**src/rtl/sha1md_pkg.sv**
```systemverilog
// Shared types, constants and helpers for the SHA-1 message digest block.
package sha1md_pkg;

  localparam int unsigned NumWords   = 5;
  localparam int unsigned NumRounds  = 80;
  localparam int unsigned BlockBytes = 64;
  localparam int unsigned LenBytes   = 8;

  localparam logic [1:0] OP_ABSORB        = 2'd0;
  localparam logic [1:0] OP_ABSORB_FINISH = 2'd1;
  localparam logic [1:0] OP_FINISH        = 2'd2;

  localparam logic [7:0] PAD_MARKER = 8'h80;

  localparam logic [31:0] K0 = 32'h5a827999;
  localparam logic [31:0] K1 = 32'h6ed9eba1;
  localparam logic [31:0] K2 = 32'h8f1bbcdc;
  localparam logic [31:0] K3 = 32'hca62c1d6;

  localparam logic [31:0] H_INIT [NumWords] = '{
    32'h67452301, 32'hefcdab89, 32'h98badcfe, 32'h10325476, 32'hc3d2e1f0
  };

  // One word on the input side.
  typedef struct packed {
    logic [1:0] opcode;
    logic [7:0] data_byte;
  } in_word_t;

  // One word on the output side.
  typedef struct packed {
    logic [31:0] digest_word;
    logic [2:0]  word_index;
    logic        last_word;
  } out_word_t;

  // Working variables of the compression.
  typedef struct packed {
    logic [31:0] a;
    logic [31:0] b;
    logic [31:0] c;
    logic [31:0] d;
    logic [31:0] e;
  } work_t;

  // Control from the sequencer to the block buffer / schedule window.
  typedef struct packed {
    logic       byte_en;
    logic       word_en;
    logic [7:0] byte_val;
  } sched_ctrl_t;

  function automatic logic [31:0] rotl32(input logic [31:0] x, input int unsigned s);
    rotl32 = (x << s) | (x >> (32 - s));
  endfunction

endpackage

```
**src/rtl/sha1md_sched.sv**
```systemverilog
// Block buffer that doubles as the 16-word sliding message schedule window.
module sha1md_sched (
  input  logic                    clk_i,
  input  sha1md_pkg::sched_ctrl_t ctrl_i,
  output logic [31:0]             w_o
);
  import sha1md_pkg::*;

  logic [511:0] blk_q, blk_d;
  logic [31:0]  w_new;

  // Word j of the window sits at the top for j = 0; t+13, t+8, t+2, t.
  assign w_new = rotl32(blk_q[511-32*13 -: 32] ^ blk_q[511-32*8 -: 32] ^
                        blk_q[511-32*2 -: 32] ^ blk_q[511 -: 32], 1);

  always_comb begin
    blk_d = blk_q;
    if (ctrl_i.byte_en) begin
      blk_d = {blk_q[503:0], ctrl_i.byte_val};
    end else if (ctrl_i.word_en) begin
      blk_d = {blk_q[479:0], w_new};
    end
  end

  always_ff @(posedge clk_i) begin
    blk_q <= blk_d;
  end

  assign w_o = blk_q[511 -: 32];

endmodule

```
**src/rtl/sha1md_round.sv**
```systemverilog
// One SHA-1 round: selects f and K by round number and forms the next a..e.
module sha1md_round (
  input  sha1md_pkg::work_t v_i,
  input  logic [31:0]       w_i,
  input  logic [6:0]        rnd_i,
  output sha1md_pkg::work_t v_o
);
  import sha1md_pkg::*;

  logic [31:0] f, k;

  always_comb begin
    if (rnd_i < 7'd20) begin
      f = (v_i.b & v_i.c) | (~v_i.b & v_i.d);
      k = K0;
    end else if (rnd_i < 7'd40) begin
      f = v_i.b ^ v_i.c ^ v_i.d;
      k = K1;
    end else if (rnd_i < 7'd60) begin
      f = (v_i.b & v_i.c) | (v_i.b & v_i.d) | (v_i.c & v_i.d);
      k = K2;
    end else begin
      f = v_i.b ^ v_i.c ^ v_i.d;
      k = K3;
    end
  end

  always_comb begin
    v_o.a = rotl32(v_i.a, 5) + f + v_i.e + k + w_i;
    v_o.b = v_i.a;
    v_o.c = rotl32(v_i.b, 30);
    v_o.d = v_i.c;
    v_o.e = v_i.d;
  end

endmodule

```
**src/rtl/sha1_message_digest.sv**
```systemverilog
// Top level of the SHA-1 message digest block: byte intake, padding sequencer, rounds.
//
// The block hashes a message fed one byte per word. The byte that completes
// a 64-byte block starts a compression: 80 rounds, one round per cycle on a
// single shared round unit, then a fold of the working variables into the
// chaining words. A finish word then walks the padding one byte per cycle:
// the 0x80 marker, zeros up to byte 56 (through a second compression when the
// marker lands past byte 55), the eight length bytes, and a last compression,
// before the five digest words appear, H0 first, one per accepted output
// handshake. in_ready_o is high only while the block sits idle, and once the
// fifth word is taken the chaining words, byte count and bit count return to
// their initial values for the next message. Opcode 3 is accepted and dropped.
module sha1_message_digest (
  input  logic                  clk_i,
  input  logic                  rst_ni,
  input  logic                  in_valid_i,
  output logic                  in_ready_o,
  input  sha1md_pkg::in_word_t  in_data_i,
  output logic                  out_valid_o,
  input  logic                  out_ready_i,
  output sha1md_pkg::out_word_t out_data_o
);
  import sha1md_pkg::*;

  localparam logic [2:0] S_IDLE = 3'd0;  // waiting for a word
  localparam logic [2:0] S_PAD  = 3'd1;  // write the 0x80 marker
  localparam logic [2:0] S_ZERO = 3'd2;  // zero fill up to byte 56
  localparam logic [2:0] S_LEN  = 3'd3;  // big-endian bit length
  localparam logic [2:0] S_RND  = 3'd4;  // 80 rounds
  localparam logic [2:0] S_FIN  = 3'd5;  // fold into chaining words
  localparam logic [2:0] S_OUT  = 3'd6;  // hand out digest words

  logic [2:0]  state_q, state_d;
  logic [2:0]  ret_q, ret_d;      // where to go after a compression
  logic [6:0]  rnd_q, rnd_d;
  logic [5:0]  fill_q, fill_d;
  logic [63:0] cnt_q, cnt_d;
  logic [2:0]  lc_q, lc_d;        // length byte counter
  logic [2:0]  idx_q, idx_d;      // output word index
  logic [31:0] h_q [NumWords];
  logic [31:0] h_d [NumWords];
  work_t       v_q, v_d, v_rnd, h_work;

  sched_ctrl_t sctrl;
  logic [31:0] w_cur;
  logic        in_acc, out_acc;

  assign in_acc  = in_valid_i && in_ready_o;
  assign out_acc = out_valid_o && out_ready_i;

  assign h_work = '{a: h_q[0], b: h_q[1], c: h_q[2], d: h_q[3], e: h_q[4]};

  sha1md_sched u_sched (
    .clk_i  (clk_i),
    .ctrl_i (sctrl),
    .w_o    (w_cur)
  );

  sha1md_round u_round (
    .v_i   (v_q),
    .w_i   (w_cur),
    .rnd_i (rnd_q),
    .v_o   (v_rnd)
  );

  always_comb begin
    state_d = state_q;
    ret_d   = ret_q;
    rnd_d   = rnd_q;
    fill_d  = fill_q;
    cnt_d   = cnt_q;
    lc_d    = lc_q;
    idx_d   = idx_q;
    v_d     = v_q;
    h_d     = h_q;
    sctrl   = '{byte_en: 1'b0, word_en: 1'b0, byte_val: 8'h00};

    case (state_q)
      S_IDLE: begin
        if (in_acc) begin
          case (in_data_i.opcode)
            OP_ABSORB, OP_ABSORB_FINISH: begin
              sctrl.byte_en  = 1'b1;
              sctrl.byte_val = in_data_i.data_byte;
              fill_d         = fill_q + 6'd1;
              cnt_d          = cnt_q + 64'd8;
              if (fill_q == 6'(BlockBytes - 1)) begin
                // block full: compress, then resume
                state_d = S_RND;
                ret_d   = (in_data_i.opcode == OP_ABSORB_FINISH) ? S_PAD : S_IDLE;
                rnd_d   = '0;
                v_d     = h_work;
              end else if (in_data_i.opcode == OP_ABSORB_FINISH) begin
                state_d = S_PAD;
              end
            end
            OP_FINISH: begin
              state_d = S_PAD;
            end
            default: begin
            end
          endcase
        end
      end
      S_PAD: begin
        sctrl.byte_en  = 1'b1;
        sctrl.byte_val = PAD_MARKER;
        fill_d         = fill_q + 6'd1;
        state_d        = S_ZERO;
        if (fill_q == 6'(BlockBytes - 1)) begin
          state_d = S_RND;
          ret_d   = S_ZERO;
          rnd_d   = '0;
          v_d     = h_work;
        end
      end
      S_ZERO: begin
        if (fill_q == 6'(BlockBytes - LenBytes)) begin
          state_d = S_LEN;
          lc_d    = '0;
        end else begin
          sctrl.byte_en = 1'b1;
          fill_d        = fill_q + 6'd1;
          if (fill_q == 6'(BlockBytes - 1)) begin
            // marker landed late: flush this block, then zero fill again
            state_d = S_RND;
            ret_d   = S_ZERO;
            rnd_d   = '0;
            v_d     = h_work;
          end
        end
      end
      S_LEN: begin
        sctrl.byte_en  = 1'b1;
        sctrl.byte_val = cnt_q[{~lc_q, 3'b000} +: 8];
        lc_d           = lc_q + 3'd1;
        fill_d         = fill_q + 6'd1;
        if (lc_q == 3'(LenBytes - 1)) begin
          state_d = S_RND;
          ret_d   = S_OUT;
          rnd_d   = '0;
          v_d     = h_work;
          idx_d   = '0;
        end
      end
      S_RND: begin
        sctrl.word_en = 1'b1;
        v_d           = v_rnd;
        rnd_d         = rnd_q + 7'd1;
        if (rnd_q == 7'(NumRounds - 1)) begin
          state_d = S_FIN;
        end
      end
      S_FIN: begin
        h_d[0]  = h_q[0] + v_q.a;
        h_d[1]  = h_q[1] + v_q.b;
        h_d[2]  = h_q[2] + v_q.c;
        h_d[3]  = h_q[3] + v_q.d;
        h_d[4]  = h_q[4] + v_q.e;
        state_d = ret_q;
      end
      S_OUT: begin
        if (out_acc) begin
          idx_d = idx_q + 3'd1;
          if (idx_q == 3'(NumWords - 1)) begin
            // message done: back to the initial values
            state_d = S_IDLE;
            h_d     = H_INIT;
            fill_d  = '0;
            cnt_d   = '0;
          end
        end
      end
      default: begin
        state_d = S_IDLE;
      end
    endcase
  end

  always_ff @(posedge clk_i or negedge rst_ni) begin
    if (!rst_ni) begin
      state_q <= S_IDLE;
      ret_q   <= S_IDLE;
      rnd_q   <= '0;
      fill_q  <= '0;
      cnt_q   <= '0;
      lc_q    <= '0;
      idx_q   <= '0;
      h_q     <= H_INIT;
    end else begin
      state_q <= state_d;
      ret_q   <= ret_d;
      rnd_q   <= rnd_d;
      fill_q  <= fill_d;
      cnt_q   <= cnt_d;
      lc_q    <= lc_d;
      idx_q   <= idx_d;
      h_q     <= h_d;
    end
  end

  // working variables are payload only
  always_ff @(posedge clk_i) begin
    v_q <= v_d;
  end

  assign in_ready_o  = (state_q == S_IDLE);
  assign out_valid_o = (state_q == S_OUT);

  assign out_data_o.digest_word = (idx_q < 3'(NumWords)) ? h_q[idx_q] : '0;
  assign out_data_o.word_index  = idx_q;
  assign out_data_o.last_word   = (idx_q == 3'(NumWords - 1));

  // never taking input while a digest is pending
  a_no_overlap: assert property (@(posedge clk_i) disable iff (!rst_ni)
    !(in_ready_o && out_valid_o))
    else $error("input ready while digest words pending");

  // the round counter never runs past the last round
  a_rnd_range: assert property (@(posedge clk_i) disable iff (!rst_ni)
    (state_q == S_RND) |-> (rnd_q < 7'(NumRounds)))
    else $error("round counter out of range");

  // taking the last digest word returns the block to idle
  a_last_idle: assert property (@(posedge clk_i) disable iff (!rst_ni)
    (out_acc && out_data_o.last_word) |=> in_ready_o)
    else $error("block not idle after last digest word");

  // only index 4 carries the last flag
  a_last_idx: assert property (@(posedge clk_i) disable iff (!rst_ni)
    out_valid_o |-> (out_data_o.last_word == (out_data_o.word_index == 3'd4)))
    else $error("last_word does not match word_index");

endmodule

```
**config.mk**
```make
export PLATFORM = sky130hd
export DESIGN_NAME = sha1_message_digest
export DESIGN_NICKNAME = d
export VERILOG_FILES = /design/src/rtl/sha1md_pkg.sv /design/src/rtl/sha1md_sched.sv /design/src/rtl/sha1md_round.sv /design/src/rtl/sha1_message_digest.sv
export SDC_FILE = /design/constraint.sdc
export NUM_CORES = 2
export LEC_CHECK = 0
export ABC_AREA = 1
export CORE_MARGIN = 8
export CORE_UTILIZATION = 35
export DETAILED_ROUTE_END_ITERATION = 10
export DONT_BUFFER_PORTS = 1
export HOLD_SLACK_MARGIN = 0.02
export PLACE_DENSITY = 0.5
export SLEW_MARGIN = 20
export SYNTH_ARGS = -nofsm -noshare
export SYNTH_HDL_FRONTEND = slang
export SYNTH_SLANG_ARGS = --single-unit
```
**constraint.sdc**
```tcl
create_clock -name clk_i -period 28.8 [get_ports clk_i]
set_input_delay 5.76 -clock clk_i [delete_from_list [all_inputs] [get_ports clk_i]]
set_output_delay 5.76 -clock clk_i [all_outputs]
set_load 0.02 [all_outputs]
```
==> impl_metrics.py <==
metrics = {
    "sta": {
        "min_period_over_period": 0.350,
        "finClkSkew_ns": 0.0678,
        "maxSlewViolCount": 0,
        "setup_viol_count_final": 0,
        "worst_slew_pin_slew_ns": 1.17,
        "unrepaired_setup_endpoints_after_global_routing": "no",
        "setup_slack_ns": 18.71,
        "max-slew-margin-rel": 0.212,
        "setup_tns_ns": 0,
        "min_period_ns": 10.09,
        "top_achievable_clock_speed_mhz": 99.1,
        "report.final.hold_viol_count": 0,
    },
    "worst_setup_path": {
        "critPathKind": "reg -> out",
        "cp_data_arrival_time_ns": 4.33,
        "worstReg2RegStart": "rnd_q[5]",
        "cell_family_contributing_the_most_delay_on_the_critical_path": "compound AO/OA/AOI/OAI gates",
        "worst-endpoint-required_ns": 23.04,
        "worst_path_largest_cell_delay_ns": 1.19,
        "startpoint": "idx_q[1]",
        "worst_setup_path_start_kind": "flop",
        "critical_path.endpoint_type": "output pin",
        "worst-path-max-fanout": 35,
        "critical_path.slowest_cell": "o21ai_0",
        "crit_path_cells": "inv_2, buf_4, nand3_1, o21ai_0",
        "buffering_stage_count_on_the_worst_path_with_inverters_included": 2,
    },
    "synthesis": {
        "synth.lib_cells_used.distinct": 61,
        "synth-compound-area-share": 0.101,
        "ys_seq_elements": 918,
        "ys_warn_count": 0,
        "post_synth_instance_area_mm2": 0.0593,
        "synth_seq_area_share": 0.446,
        "synth_cells": 7618,
        "synth_top_family_by_area": "simple AND/OR/NAND/NOR gates",
        "synth.mux.area_fraction": 0.000190,
        "async_flop_share": 0.268,
        "synth-edff-count": 672,
        "synth_xor_xnor_area_share": 0.0263,
        "synthesized_area_fraction_occupied_by_adder_cells": 0.0836,
        "most_instantiated_flip_flop_cell_in_the_synthesis_netlist": "edfxtp_1",
        "yosys.area_share.simple": 0.258,
        "postSynthAreaPerCell_um2": 7.78,
        "post_synth_net_total": 7958,
    },
    "placed_design": {
        "portBuffers": 0,
        "placed_area_mm2": 0.0614,
        "post-place-ws_ns": 18.61,
        "place.gp.congestion": 0.970,
        "post-place-cells": 9632,
        "post-dp-hpwl_mm": 157,
    },
    "finish": {
        "layout.nets": 7871,
        "fraction_of_final_layout_cells_with_drive_strength_greater_than_1": 0.0460,
        "finish.instance_area_mm2": 0.0652,
        "final-instance-count-excl-fill": 9852,
        "areaGrowthSynthToFinish_pct": 10.0,
    },
    "floorplanning": {
        "std_cell_rows": 151,
        "die_h_um": 428,
        "initial_core_util": 0.351,
        "top_level_ports": 52,
        "die-area_mm2": 0.183,
        "chipWidth_um": 428,
        "design.core.area_mm2": 0.169,
    },
    "detailed_routing": {
        "drt_wl_total_mm": 211,
        "drt-wirelength-per-cell_um": 21.4,
        "via_count": 50524,
        "dr_drc_count": 0,
        "drt-vias-per-instance": 5.13,
        "first_iter_violations": 4558,
        "dr.pass1.iters": 6,
        "ant_nets": 0,
    },
    "clocking": {
        "cts_hold_buf": 0,
        "cts_num_sinks": 918,
        "cts_setup_buffers": 0,
        "cts_resized": 0,
        "cts-buffers-inserted": 113,
        "clock_input_transition_at_the_sequential_cells_of_the_worst_setup_and_hold_paths_ns": 0.06,
        "clk-insertion-delay-late_ns": 0.78,
        "maximum_buffer_depth_of_the_clock_tree": 3,
        "tritoncts": "done",
        "cts.root.buffer_cell": "clkbuf_16",
        "number_of_levels_the_h_tree_was_split_into": 3,
    },
    "global_route": {
        "antenna_found_initial": 5,
        "first_pass_grt_wire_length_mm": 313,
        "grt.overflow.total": 0,
        "grt_start_max_net_pins": 247,
        "grt_pass1_vias": 48460,
        "globalRouteTotalUtil": 0.225,
    },
    "worst_hold_path": {
        "min-delay-path-class": "reg -> reg",
        "hp-start": "ret_q[2]",
    },
    "status": {
        "status": "complete, no violations",
    },
    "job": {
        "maxCapViolations": 0,
    },
}
-- worst reg2reg max path, cell delays in order, from the launching register on --
cell and delay [ns]:
dfrtp_1 0.43, inv_1 0.09, nor2_1 0.64, nand3_1 0.14, buf_4 0.30, nand2_1 0.21, buf_4 0.34, inv_1 0.11
buf_4 0.26, a221oi_1 0.86, fa_1 0.56, inv_1 0.08, ha_1 0.31, a21oi_1 0.32, nand2_1 0.15, a21oi_1 0.13
nand2_1 0.18, a21oi_1 0.54, nand3_1 0.14, nand3_1 0.12, nand2_1 0.06
-- cell type report --
cell class              instances  area [µm²]
well taps                    2218        2780
clock inverters                59         611
flip-flops and latches        918       26400
inverters                    1040        3920
diodes                          3        7.51
repair buffers                 46         435
multi-input cells            5412       27800
clock buffers                 156        3200
fillers                     17635      104000
-- synthesized netlist by cell type, types with 22 or more instances --
cell	number	share of area
fa_1	117	0.040
xor2_1	71	0.010
clkbuf_1	94	0.0060
inv_1	1023	0.065
nor2_1	410	0.026
dfrtp_1	166	0.070
nand3_1	331	0.028
ha_1	209	0.044
a211oi_1	22	0.0028
nand3b_1	22	0.0028
buf_2	122	0.010
a21oi_1	335	0.028
nor3_1	98	0.0083
o21bai_1	30	0.0038
o21ai_1	72	0.0061
nand4_1	92	0.0097
dfstp_2	80	0.035
edfxtp_1	672	0.34
xnor2_1	107	0.016
nand2_1	2799	0.18
a31oi_1	26	0.0027
o22ai_1	56	0.0059
o21ai_0	495	0.042
-- cell usage in the layout (no fill, tap or decap), types with 13 or more instances in the layout --
cell type / synthesis / layout
o21ai_0: 495 / 495
clkbuf_1: 94 / 25
dfstp_2: 80 / 80
inv_2: 14 / 13
xor2_1: 71 / 71
a31oi_1: 26 / 26
inv_1: 1023 / 1021
dfrtp_1: 166 / 164
ha_1: 209 / 209
o21ai_1: 72 / 72
nand4_1: 92 / 92
clkbuf_16: 0 / 116
a21oi_1: 335 / 335
clkbuf_8: 0 / 15
a211oi_1: 22 / 22
clkinv_2: 1 / 25
fa_1: 117 / 117
nand2_1: 2799 / 2797
o22ai_1: 56 / 56
xnor2_1: 107 / 107
a221oi_1: 18 / 18
nand3b_1: 22 / 22
o21bai_1: 30 / 30
edfxtp_1: 672 / 672
buf_4: 13 / 40
nand3_1: 331 / 331
clkinv_1: 2 / 17
nor2_1: 410 / 408
nor3_1: 98 / 98
-- per-stage QoR --
step,hold WS [ns],utilization
floorplan,0.442,-
global placement,0.460,0.363
detailed placement,0.477,0.363
CTS,0.497,0.386
global route,0.532,0.386
finish,0.501,0.386
-- per-layer routing --
layer,global-route usage,vias to the layer above,routed length (µm)
met2,0.366,1371,96800
met3,0.0319,305,10900
met4,0.0802,2,8290
li1,-,24514,-
met1,0.307,24332,95100
met5,0,-,13
-- flip-flops by register name (all words and copies together), names as in the netlist --
register / count
cnt_q: 61
fill_q: 6
h_q: 160
idx_q: 3
lc_q: 3
ret_q: 3
rnd_q: 7
state_q: 3
u_sched.blk_q: 512
v_q: 160
-- path summary, 6_finish.rpt --
| path | to | slack, ns | cells after the start |
|---|---|---|---|
| hold / removal | ret_q[2] | 0.50 | 2 |
| setup / recovery | out_data_o[4] | 18.71 | 4 |
| hold reg to reg | ret_q[2] | 0.50 | 2 |
| min in group asynchronous | h_q[58] | 4.71 | 0 |
| setup reg to reg | v_q[159] | 22.62 | 20 |
| max in group asynchronous | cnt_q[8] | 23.47 | 0 |
-- cells by family (layout without fill, tap and decap cells) --
family,Yosys count,after routing
AND/OR/NAND/NOR,3802,3802
buffers and inverters,1288,1301
AO/OA/AOI/OAI,1105,1105
flip-flops,918,918
adder cells (fa/ha/maj),326,326
XOR/XNOR,178,178
multiplexers,1,1
other,0,3
Power is not shown: default switching activity piles up to over one toggle a cycle in this logic, so the estimate is an artifact.
